### src/sv/brwlt_pkg.sv
`timescale 1ns / 1ps
package brwlt_pkg;

  // Field widths of the request and result words
  localparam int unsigned OP_W       = 2;
  localparam int unsigned BUCKET_W   = 6;
  localparam int unsigned RELEASED_W = 8;

  // Table geometry
  localparam int unsigned BUCKETS   = 64;
  localparam int unsigned COUNT_MAX = 255;
  localparam int unsigned IDX_W     = $clog2(BUCKETS);
  localparam int unsigned CNT_W     = $clog2(COUNT_MAX + 1);

  // Request queue between front and back; depth must be a power of two
  localparam int unsigned FIFO_DEPTH = 2;
  localparam int unsigned FIFO_PTR_W = $clog2(FIFO_DEPTH);
  localparam int unsigned FIFO_CNT_W = $clog2(FIFO_DEPTH + 1);

  typedef logic [CNT_W-1:0] cnt_t;

  localparam cnt_t CNT_MAX = CNT_W'(COUNT_MAX);

  typedef enum logic [OP_W-1:0] {
    OP_START_READ  = 2'd0,
    OP_END_READ    = 2'd1,
    OP_START_WRITE = 2'd2,
    OP_END_WRITE   = 2'd3
  } op_e;

  typedef enum logic {
    BK_IDLE,
    BK_EXEC
  } back_state_e;

  // Classified request as it travels through the queue
  typedef struct packed {
    op_e              op;
    logic [IDX_W-1:0] idx;
    logic             oob;
  } req_t;

  // One bucket entry of the lock table
  typedef struct packed {
    cnt_t active_readers;
    logic write_active;
    cnt_t waiting_readers;
    cnt_t waiting_writers;
  } entry_t;

  localparam int unsigned ENTRY_W = $bits(entry_t);
  localparam int unsigned REQ_W   = $bits(req_t);

endpackage

### src/sv/brwlt_ram.sv
`timescale 1ns / 1ps
module brwlt_ram #(
  parameter int unsigned WIDTH = 8,
  parameter int unsigned DEPTH = 64
) (
  input  logic                     clk_i,
  input  logic                     we_i,
  input  logic [$clog2(DEPTH)-1:0] waddr_i,
  input  logic [WIDTH-1:0]         wdata_i,
  input  logic                     re_i,
  input  logic [$clog2(DEPTH)-1:0] raddr_i,
  output logic [WIDTH-1:0]         rdata_o
);

  logic [WIDTH-1:0] mem_q [DEPTH];
  logic [WIDTH-1:0] rdata_q;

  always_ff @(posedge clk_i) begin
    if (we_i) begin
      mem_q[waddr_i] <= wdata_i;
    end
    if (re_i) begin
      rdata_q <= mem_q[raddr_i];
    end
  end

  assign rdata_o = rdata_q;

endmodule

### src/sv/brwlt_front.sv
`timescale 1ns / 1ps
module brwlt_front import brwlt_pkg::*; (
  input  logic                clk_i,
  input  logic                rst_ni,
  input  logic                in_valid_i,
  output logic                in_stall_o,
  input  logic [OP_W-1:0]     operation_i,
  input  logic [BUCKET_W-1:0] bucket_i,
  output logic                push_o,
  output req_t                push_req_o,
  input  logic                fifo_full_i
);

  logic hold_q, hold_d;
  req_t req_q;
  req_t req_cls;
  logic accept;

  // decode op, range-check bucket
  always_comb begin
    req_cls.op  = op_e'(operation_i);
    req_cls.idx = IDX_W'(bucket_i);
    req_cls.oob = (32'(bucket_i) >= 32'(BUCKETS));
  end

  assign in_stall_o = hold_q && fifo_full_i;
  assign accept     = in_valid_i && !in_stall_o;
  assign push_o     = hold_q && !fifo_full_i;
  assign push_req_o = req_q;

  always_comb begin
    hold_d = hold_q;
    if (accept) begin
      hold_d = 1'b1;
    end else if (push_o) begin
      hold_d = 1'b0;
    end
  end

  always_ff @(posedge clk_i or negedge rst_ni) begin
    if (!rst_ni) begin
      hold_q <= 1'b0;
    end else begin
      hold_q <= hold_d;
    end
  end

  always_ff @(posedge clk_i) begin
    if (accept) begin
      req_q <= req_cls;
    end
  end

endmodule

### src/sv/brwlt_fifo.sv
`timescale 1ns / 1ps
module brwlt_fifo import brwlt_pkg::*; (
  input  logic clk_i,
  input  logic rst_ni,
  input  logic push_i,
  input  req_t push_req_i,
  output logic full_o,
  input  logic pop_i,
  output req_t head_o,
  output logic empty_o
);

  req_t                  slot_q [FIFO_DEPTH];
  logic [FIFO_PTR_W-1:0] wptr_q, rptr_q;
  logic [FIFO_CNT_W-1:0] cnt_q;

  assign full_o  = (cnt_q == FIFO_CNT_W'(FIFO_DEPTH));
  assign empty_o = (cnt_q == '0);
  assign head_o  = slot_q[rptr_q];

  always_ff @(posedge clk_i or negedge rst_ni) begin
    if (!rst_ni) begin
      wptr_q <= '0;
      rptr_q <= '0;
      cnt_q  <= '0;
    end else begin
      if (push_i) begin
        wptr_q <= wptr_q + 1'b1;
      end
      if (pop_i) begin
        rptr_q <= rptr_q + 1'b1;
      end
      if (push_i && !pop_i) begin
        cnt_q <= cnt_q + 1'b1;
      end else if (pop_i && !push_i) begin
        cnt_q <= cnt_q - 1'b1;
      end
    end
  end

  always_ff @(posedge clk_i) begin
    if (push_i) begin
      slot_q[wptr_q] <= push_req_i;
    end
  end

endmodule

### src/sv/brwlt_back.sv
`timescale 1ns / 1ps
module brwlt_back import brwlt_pkg::*; (
  input  logic                  clk_i,
  input  logic                  rst_ni,
  input  logic                  fifo_empty_i,
  input  req_t                  head_i,
  output logic                  pop_o,
  output logic                  out_valid_o,
  input  logic                  out_stall_i,
  output logic                  granted_o,
  output logic [RELEASED_W-1:0] readers_released_o,
  output logic                  writer_released_o,
  output logic                  misuse_o
);

  back_state_e state_q, state_d;
  req_t        req_q;
  logic        ent_vld_q;
  logic        vld_q [BUCKETS];
  logic        ovld_q, ovld_d;

  logic [ENTRY_W-1:0] rdata;
  entry_t ent, nxt;
  cnt_t   room, nrel;
  logic   res_grant, res_wrel, res_misuse;
  logic [RELEASED_W-1:0] res_rel;
  logic   fire, out_free;

  brwlt_ram #(
    .WIDTH (ENTRY_W),
    .DEPTH (BUCKETS)
  ) u_ram (
    .clk_i   (clk_i),
    .we_i    (fire && !req_q.oob),
    .waddr_i (req_q.idx),
    .wdata_i (nxt),
    .re_i    (pop_o),
    .raddr_i (head_i.idx),
    .rdata_o (rdata)
  );

  assign out_free = !ovld_q || !out_stall_i;

  // next state / control
  always_comb begin
    state_d = state_q;
    pop_o   = 1'b0;
    fire    = 1'b0;
    case (state_q)
      BK_IDLE: begin
        if (!fifo_empty_i) begin
          pop_o   = 1'b1;
          state_d = BK_EXEC;
        end
      end
      BK_EXEC: begin
        if (out_free) begin
          fire    = 1'b1;
          state_d = BK_IDLE;
        end
      end
      default: state_d = BK_IDLE;
    endcase
  end

  // entry update; never-written buckets read as zero
  always_comb begin
    ent        = ent_vld_q ? entry_t'(rdata) : '0;
    nxt        = ent;
    res_grant  = 1'b0;
    res_wrel   = 1'b0;
    res_misuse = 1'b0;
    res_rel    = '0;
    room       = CNT_MAX - ent.active_readers;
    nrel       = (ent.waiting_readers > room) ? room : ent.waiting_readers;
    if (req_q.oob) begin
      res_misuse = 1'b1;
    end else begin
      case (req_q.op)
        OP_START_READ: begin
          if (ent.write_active || ent.waiting_writers != '0) begin
            if (ent.waiting_readers >= CNT_MAX) res_misuse = 1'b1;
            else nxt.waiting_readers = ent.waiting_readers + 1'b1;
          end else begin
            if (ent.active_readers >= CNT_MAX) begin
              res_misuse = 1'b1;
            end else begin
              nxt.active_readers = ent.active_readers + 1'b1;
              res_grant          = 1'b1;
            end
          end
        end
        OP_END_READ: begin
          if (ent.active_readers == '0) begin
            res_misuse = 1'b1;
          end else begin
            nxt.active_readers = ent.active_readers - 1'b1;
            // last reader out hands over to one waiting writer
            if (ent.active_readers == CNT_W'(1) && ent.waiting_writers != '0) begin
              nxt.write_active    = 1'b1;
              nxt.waiting_writers = ent.waiting_writers - 1'b1;
              res_wrel            = 1'b1;
            end
          end
        end
        OP_START_WRITE: begin
          if (ent.write_active || ent.active_readers != '0
              || ent.waiting_readers != '0) begin
            if (ent.waiting_writers >= CNT_MAX) res_misuse = 1'b1;
            else nxt.waiting_writers = ent.waiting_writers + 1'b1;
          end else begin
            nxt.write_active = 1'b1;
            res_grant        = 1'b1;
          end
        end
        OP_END_WRITE: begin
          if (!ent.write_active) begin
            res_misuse = 1'b1;
          end else begin
            nxt.write_active = 1'b0;
            if (ent.waiting_readers != '0) begin
              // admit readers as far as the active count has room
              nxt.active_readers  = ent.active_readers + nrel;
              nxt.waiting_readers = ent.waiting_readers - nrel;
              res_rel = (32'(nrel) > 32'(2**RELEASED_W - 1)) ? '1 : RELEASED_W'(nrel);
            end else if (ent.waiting_writers != '0) begin
              nxt.write_active    = 1'b1;
              nxt.waiting_writers = ent.waiting_writers - 1'b1;
              res_wrel            = 1'b1;
            end
          end
        end
        default: res_misuse = 1'b1;
      endcase
    end
  end

  always_comb begin
    ovld_d = ovld_q;
    if (fire) begin
      ovld_d = 1'b1;
    end else if (!out_stall_i) begin
      ovld_d = 1'b0;
    end
  end

  always_ff @(posedge clk_i or negedge rst_ni) begin
    if (!rst_ni) begin
      state_q <= BK_IDLE;
      ovld_q  <= 1'b0;
      for (int i = 0; i < BUCKETS; i++) begin
        vld_q[i] <= 1'b0;
      end
    end else begin
      state_q <= state_d;
      ovld_q  <= ovld_d;
      if (fire && !req_q.oob) begin
        vld_q[req_q.idx] <= 1'b1;
      end
    end
  end

  always_ff @(posedge clk_i) begin
    if (pop_o) begin
      req_q     <= head_i;
      ent_vld_q <= vld_q[head_i.idx];
    end
    if (fire) begin
      granted_o          <= res_grant;
      readers_released_o <= res_rel;
      writer_released_o  <= res_wrel;
      misuse_o           <= res_misuse;
    end
  end

  assign out_valid_o = ovld_q;

endmodule

### src/sv/bucket_readers_writers_lock_table.sv
`timescale 1ns / 1ps
// Readers-writer lock table, one lock per bucket, writer preference.
// Input channel: in_valid_i / in_stall_o with operation_i (start read,
//   end read, start write, end write) and bucket_i. A word is taken at a
//   rising edge with in_valid_i high and in_stall_o low.
// Output channel: out_valid_o / out_stall_i with granted_o,
//   readers_released_o, writer_released_o and misuse_o; exactly one result
//   word per request, in request order.
// Front: an input register that decodes the operation and range-checks the
//   bucket, feeding a two-entry queue. Back: reads the bucket entry from
//   a RAM, updates it and writes it back, then loads the result register.
// Flow: the back takes one word at a time; its entry read (registered RAM
//   read) is followed by the update and write-back of the same entry.
// Path: a request passes the front register, the queue, the back's entry
//   read and the result register.
// Reset: all buckets read as zero at once (per-bucket valid flags), no
//   clearing pass; queue and output register are emptied.
// Output stall: the result word holds; the back waits, the queue fills and
//   in_stall_o rises once the front register also holds a word.
module bucket_readers_writers_lock_table import brwlt_pkg::*; (
  input  logic                  clk_i,
  input  logic                  rst_ni,
  input  logic                  in_valid_i,
  output logic                  in_stall_o,
  input  logic [OP_W-1:0]       operation_i,
  input  logic [BUCKET_W-1:0]   bucket_i,
  output logic                  out_valid_o,
  input  logic                  out_stall_i,
  output logic                  granted_o,
  output logic [RELEASED_W-1:0] readers_released_o,
  output logic                  writer_released_o,
  output logic                  misuse_o
);

  logic fifo_push, fifo_pop, fifo_full, fifo_empty;
  req_t push_req, head_req;

  brwlt_front u_front (
    .clk_i       (clk_i),
    .rst_ni      (rst_ni),
    .in_valid_i  (in_valid_i),
    .in_stall_o  (in_stall_o),
    .operation_i (operation_i),
    .bucket_i    (bucket_i),
    .push_o      (fifo_push),
    .push_req_o  (push_req),
    .fifo_full_i (fifo_full)
  );

  brwlt_fifo u_fifo (
    .clk_i      (clk_i),
    .rst_ni     (rst_ni),
    .push_i     (fifo_push),
    .push_req_i (push_req),
    .full_o     (fifo_full),
    .pop_i      (fifo_pop),
    .head_o     (head_req),
    .empty_o    (fifo_empty)
  );

  brwlt_back u_back (
    .clk_i              (clk_i),
    .rst_ni             (rst_ni),
    .fifo_empty_i       (fifo_empty),
    .head_i             (head_req),
    .pop_o              (fifo_pop),
    .out_valid_o        (out_valid_o),
    .out_stall_i        (out_stall_i),
    .granted_o          (granted_o),
    .readers_released_o (readers_released_o),
    .writer_released_o  (writer_released_o),
    .misuse_o           (misuse_o)
  );

  // Back never pops an empty queue, front never pushes a full one
  a_pop_nonempty: assert property (@(posedge clk_i) disable iff (!rst_ni)
    fifo_pop |-> !fifo_empty) else $error("pop from empty queue");

  a_push_notfull: assert property (@(posedge clk_i) disable iff (!rst_ni)
    fifo_push |-> !fifo_full) else $error("push into full queue");

  // A misused request changes nothing and reports nothing else
  a_misuse_clean: assert property (@(posedge clk_i) disable iff (!rst_ni)
    out_valid_o && misuse_o |->
      !granted_o && !writer_released_o && readers_released_o == '0)
    else $error("misuse word carries other results");

  // Readers and a writer are never released by the same request
  a_release_excl: assert property (@(posedge clk_i) disable iff (!rst_ni)
    out_valid_o && readers_released_o != '0 |-> !writer_released_o && !granted_o)
    else $error("readers and writer released together");

endmodule

### config.mk
export PLATFORM = sky130hd
export DESIGN_NAME = bucket_readers_writers_lock_table
export DESIGN_NICKNAME = d
export VERILOG_FILES = /design/src/sv/brwlt_pkg.sv /design/src/sv/brwlt_ram.sv /design/src/sv/brwlt_front.sv /design/src/sv/brwlt_fifo.sv /design/src/sv/brwlt_back.sv /design/src/sv/bucket_readers_writers_lock_table.sv
export SDC_FILE = /design/constraint.sdc
export NUM_CORES = 2
export LEC_CHECK = 0
export ABC_AREA = 0
export BUFFER_PORTS_ARGS = -buffer_cell sky130_fd_sc_hd__buf_2
export CELL_PAD_IN_SITES_DETAIL_PLACEMENT = 1
export CELL_PAD_IN_SITES_GLOBAL_PLACEMENT = 1
export CORE_MARGIN = 4
export CORE_UTILIZATION = 52
export DETAILED_ROUTE_END_ITERATION = 10
export MAX_ROUTING_LAYER = met4
export PLACE_DENSITY_LB_ADDON = 0.1
export SLEW_MARGIN = 20
export SYNTH_ARGS = -nofsm -noshare
export SYNTH_HDL_FRONTEND = slang
export SYNTH_SLANG_ARGS = --single-unit
### constraint.sdc
create_clock -name clk_i -period 10.9 [get_ports clk_i]
set_input_delay 2.18 -clock clk_i [delete_from_list [all_inputs] [get_ports clk_i]]
set_output_delay 2.18 -clock clk_i [all_outputs]
set_load 0.01 [all_outputs]
### Word level (Yosys, flattened, before mapping)

Memories as Yosys holds them, arrays and structs flattened. A register that Yosys moved wholly into a read port is not among the register bits.
Index checks and enable logic that the tools add are counted.

* magnitude comparators: 7
* reduce and logical (&&, ||, !) cells: 28
* mux-type cells: 62
* add/sub/neg operators: 12
* bitwise logic cells: 7
* equal/unequal tests: 6

Operator list (count)
* two-way mux 8 bit: 13
* two-way mux 25 bit: 3
* bitwise OR 64 bit: 1
* case mux 8 bit (3 select lines): 2
* two-way mux 1 bit: 33
* adder 8 x 1 -> 8 bit (second input constant): 3
* greater-or-equal comparator 8 bit (second input constant): 3
* nonzero test 8 bit: 3
* case mux 8 bit (2 select lines): 1
* subtractor 8 x 1 -> 8 bit (second input constant): 2
* greater-or-equal comparator 7 bit (second input constant): 2
* inverter 6 -> 7 bit: 2
* two-way mux 9 bit: 1
* adder 8 bit: 1
* equality test 8 x 1 -> 1 bit (second input constant): 1
* > comparator 8 bit: 1
* logical AND 1 bit: 8
* logical NOT 8 bit: 1
* subtractor 8 bit: 1
* subtractor 8 bit (first input constant): 1
* logical NOT 1 bit: 7
* less-than comparator 7 x 1 -> 1 bit (second input constant): 1
* binary-select mux 1 bit (select 6 bit): 1
* demux 1 bit (select 6 bit): 1
* 15 further kinds: 29

* bits of input ports: 12
* RAM bits: 1616
* flip-flop bits (word level): 100
* output and inout bits: 13
* memories kept: 2

Memory list
* u_back.u_ram.mem_q: words 64, width 25, read ports 1, clocked after Yosys merged registers in 1, write ports 1, line brwlt_ram.sv:15 `logic [WIDTH-1:0] mem_q [DEPTH];`
* u_fifo.slot_q: words 2, width 8, read ports 1, clocked after Yosys merged registers in 0, write ports 1, line brwlt_fifo.sv:13 `req_t slot_q [FIFO_DEPTH];`

### Logic depth before layout (Yosys ltp)

* word-level depth: 9
* depth in mapped cells: 24

### Hierarchy

Synthesis repeated with hierarchy kept, for this count alone.

* cells, all modules: 3611
* area total of the unflattened synthesis: 70428.8 um2

Modules (own cells, without submodules)
* brwlt_ram: cells an instance 2850, instances 1, seq. area each 48796.8 um2, area an instance 62747.7 um2
* brwlt_back: cells an instance 702, instances 1, seq. area each 2282.2 um2, area an instance 6530.0 um2
* brwlt_fifo: cells an instance 44, instances 1, seq. area each 640.6 um2, area an instance 842.1 um2
* brwlt_front: cells an instance 15, instances 1, seq. area each 265.3 um2, area an instance 309.0 um2

### Worst setup path after synthesis

No wires, ideal clock.

* path type: register to register
* start point: reg u_back.ent_vld_q
* end point: mem u_back.u_ram.mem_q[0][24] (netlist name) (data pin)
* library setup time: 719 ps
* cell stages (with the launch flop): 25
* data arrival time: 6830 ps
* buffers on the path: 8
* clock period less this slack: 7549 ps
* slack: 3351 ps
* path through: edfxtp_1 > buf_4 > buf_6 > buf_2 > buf_6 > clkbuf_1 > buf_2 > nand2_1 > inv_1 > ha_1 > nand4_1 > nor2_1 > nor2_1 > a21oi_1 > buf_2 > buf_4 > a21oi_1 > inv_1 > ha_1 > or2_2 > a41o_1 > o221ai_1 > o21ai_1 > xnor2_1 > o31ai_1

RTL lines
* from (decl): line brwlt_back.sv:18 `logic ent_vld_q;`
* from (signal assigned): line brwlt_back.sv:166 `ent_vld_q <= vld_q[head_i.idx];`
* to (decl): line brwlt_ram.sv:15

==> flow_summary.ini <==
[outcome]
status = complete, no violations

[yosys]
synthTopCellsByArea = edfxtp_1, nand2_1, nand3_1
synth_largest_area_cell = edfxtp_1
synthArstFlopShare_pct = 4.08
synth_edf_count = 1669
yosysWarnings = 0
synthCells = 5761
yosysTopAreaCellShare_pct = 70.0
yosysUniqueCellTypes = 81
synth.cell_area_um2 = 71600
synth-seq-cells = 1740
synth_ff_type = edfxtp_1
synth_seq_area_share_pct = 72.4
syn_nets = 5803
synth.avg_cell_area_um2 = 12.4

[global_route]
grt_usage_pct = 33.2
grt-ovfl-total = 0
grt_max_degree = 191
antenna_found_initial = 10
grt_pass1_vias = 49700
grt_pass1_wl_um = 337000

[placed_design]
dp_hpwl_um = 131000
gp_congestion = 0.965
io_buffers = 24
dp.cells = 7306

[power_and_ir_drop]
ir_worst_vdd_uv = 384
p_leak_nw = 28.0
powerDensity_nw_per_um2 = 331

[setup_path]
crit_type = flip-flop to flip-flop
crit_buf_inv = 4
start_kind = flip-flop
worstPathRequired_ns = 11.39
cp_cell_sequence = buf_4 -> nand2_1 -> inv_1 -> ha_1 -> a41oi_1 -> o21ai_0 -> nor2_1 -> a21oi_1 -> buf_4 -> nor2_1 -> a21oi_1 -> ha_1 -> nand2_1 -> a21oi_1 -> a2111oi_4 -> xnor2_1 -> a21oi_1 -> a21oi_4 -> buf_4
cp_top_family = compound AO/OA/AOI/OAI gates
cpMostUsedCell = a21oi_1
slowest_delay_ns = 0.78
critPathCaptureType = flip-flop
crit_arrival_ns = 6.92
critPathSlowestCell = a21oi_4
cp_max_fo = 55

[cts]
tritoncts = done
clk_latency_ns = 0.81
cts_buffers = 180
cts_buffer_depth = 3
cts_root_buf = clkbuf_16
ctsHoldBuffers = 0
htree_levels = 4
post_cts_resized = 0
clk_pin_slew_ns = 0.06
clock_sinks = 1740
postCtsSetupRepairBufs = 0

[sta]
rsz0062_at_grt = no
finClkSkew_ns = 0.0352
fin_crit_ns = 6.42
finalHoldViolations = 0
setup_tns_ns = 0
setup_viol_count_final = 0
fin_crit_sh_pct = 58.9
worst_slew_pin_slew_ns = 1.25
slew-limit-headroom_pct = 16.4
drv_slew = 0
max_freq_mhz = 156

[route]
dr_wl_met2_um = 110000
routed.top_layer = met4
finalWirelength_um = 232000
wl_met1_um = 95000
drcViolationCount = 0
avgRoutedWirePerCell_um = 30.3
met3WireLength_um = 19600
drt_iter0_markers = 5751
vias_per_cell = 6.41
ant_nets = 0
firstDrtPassIters = 6
vias = 49100

[die]
ios = 25
die_area_um2 = 144000
core_um2 = 136000
start_util_pct = 52.6
die_width_um = 379
die_h_um = 379
rows = 135

[final_layout]
syn_to_final_growth_pct = 11.8
drive_gt1_share_pct = 10.4
finalNonFillerCells = 7652
nFillCells = 13300
finalNetCount = 5754
fin_util_pct = 58.8

[job]
drv_cap = 0

[min_path]
hold_class = flip-flop to flip-flop
[logic make-up after synthesis]
kind of cell,synth area share (%)
simple gates,18.1
xor+xnor,0.341
buf+inv,2.75
mux,0.211
compound gates,5.59
fa+ha+maj,0.538
flops,72.4
[per-stage QoR]
step	total power, W	instance area, um2	hold slack, ns	worst slack [ns]
after floorplan	0.0158	71600	0.421	3.35
after global placement	0.0200	74000	0.430	4.87
after detailed placement	0.0204	74200	0.450	4.67
after CTS	0.0264	79900	0.449	4.64
after global routing	0.0276	80100	0.457	4.19
final	0.0265	80100	0.447	4.48
[area by class of cell]
| type | count | area, um2 | share of cell area (%) |
|---|---|---|---|
| flip-flops and latches | 1740 | 51900 | 64.8 |
| multi-input cells | 3582 | 18500 | 23.1 |
| clock buffers | 250 | 4940 | 6.17 |
| well taps | 1781 | 2230 | 2.78 |
| repair buffers | 163 | 1510 | 1.88 |
| clock inverters | 86 | 768 | 0.959 |
| inverters | 45 | 186 | 0.233 |
| diodes | 5 | 12.5 | 0.0156 |
[final timing paths]
kind | startpoint | end | slack [ns] | cells past startpoint
min in group asynchronous | rst_ni | u_back.out_valid_o | 1.40 | 1
max in group asynchronous | rst_ni | u_back.vld_q[28] | 8.34 | 2
hold / removal | u_front.push_req_o[7] | u_fifo.slot_q[0][6] | 0.45 | 0
setup reg to reg | u_back.ent_vld_q | u_back.u_ram.mem_q[35][21] | 4.48 | 19
hold reg to reg | u_front.push_req_o[7] | u_fifo.slot_q[0][6] | 0.45 | 0
setup / recovery | u_back.ent_vld_q | u_back.u_ram.mem_q[35][21] | 4.48 | 19
[synthesized netlist by cell type (all sizes together), types with 3 or more instances]
library cell / n
a211oi: 7
a21oi: 96
a221oi: 3
a22o: 3
a22oi: 7
a311oi: 286
a31oi: 34
a41oi: 5
and2: 9
and3: 115
buf: 215
clkbuf: 179
dfrtp: 71
edfxtp: 1669
ha: 30
inv: 43
mux2: 4
mux2i: 9
nand2: 1740
nand2b: 8
nand3: 848
nand3b: 4
nand4: 9
nor2: 115
nor2b: 6
nor3: 39
nor4: 6
o211ai: 6
o21ai: 30
o221ai: 4
o22ai: 13
o31ai: 5
or2: 72
or3: 5
or4: 3
xnor2: 18
xor2: 9
[power by group]
| group | internal (W) | switching [W] |
|---|---|---|
| clock | 0.00345 | 0.00257 |
| sequential | 0.00951 | 0.000316 |
| combinational | 0.00242 | 0.00824 |
[cell usage in the layout (no fill, tap or decap), types with 56 or more instances in the layout]
cell	count
a21oi_1	91
nand3_1	848
edfxtp_1	1669
and3_1	115
a311oi_1	277
nand2_1	1737
or2_2	72
buf_4	117
clkbuf_1	56
clkbuf_16	183
dfrtp_1	71
[state kept, by name (all words and copies together), names as in the netlist]
register                   cells
u_back.granted_o               1
u_back.vld_q                  64
u_front.push_req_o             8
u_fifo.slot_q                 16
u_back.out_valid_o             1
u_back.u_ram.rdata_o          25
u_fifo.rptr_q                  1
u_back.misuse_o                1
u_fifo.wptr_q                  1
u_front.hold_q                 1
u_back.u_ram.mem_q          1600
u_back.readers_released_o      8
u_back.ent_vld_q               1
u_fifo.cnt_q                   2
u_back.req_q                   8
u_back.state_q                 1
u_back.writer_released_o       1
[per-layer routing]
| layer | vias to the layer above | track usage [%] |
|---|---|---|
| met2 | 2166 | 51.3 |
| li1 | 21000 | - |
| met1 | 25500 | 45.0 |
| met3 | 351 | 5.83 |
| met5 | - | - |
| met4 | 0 | 11.4 |
(Power assumes the default switching activity.)
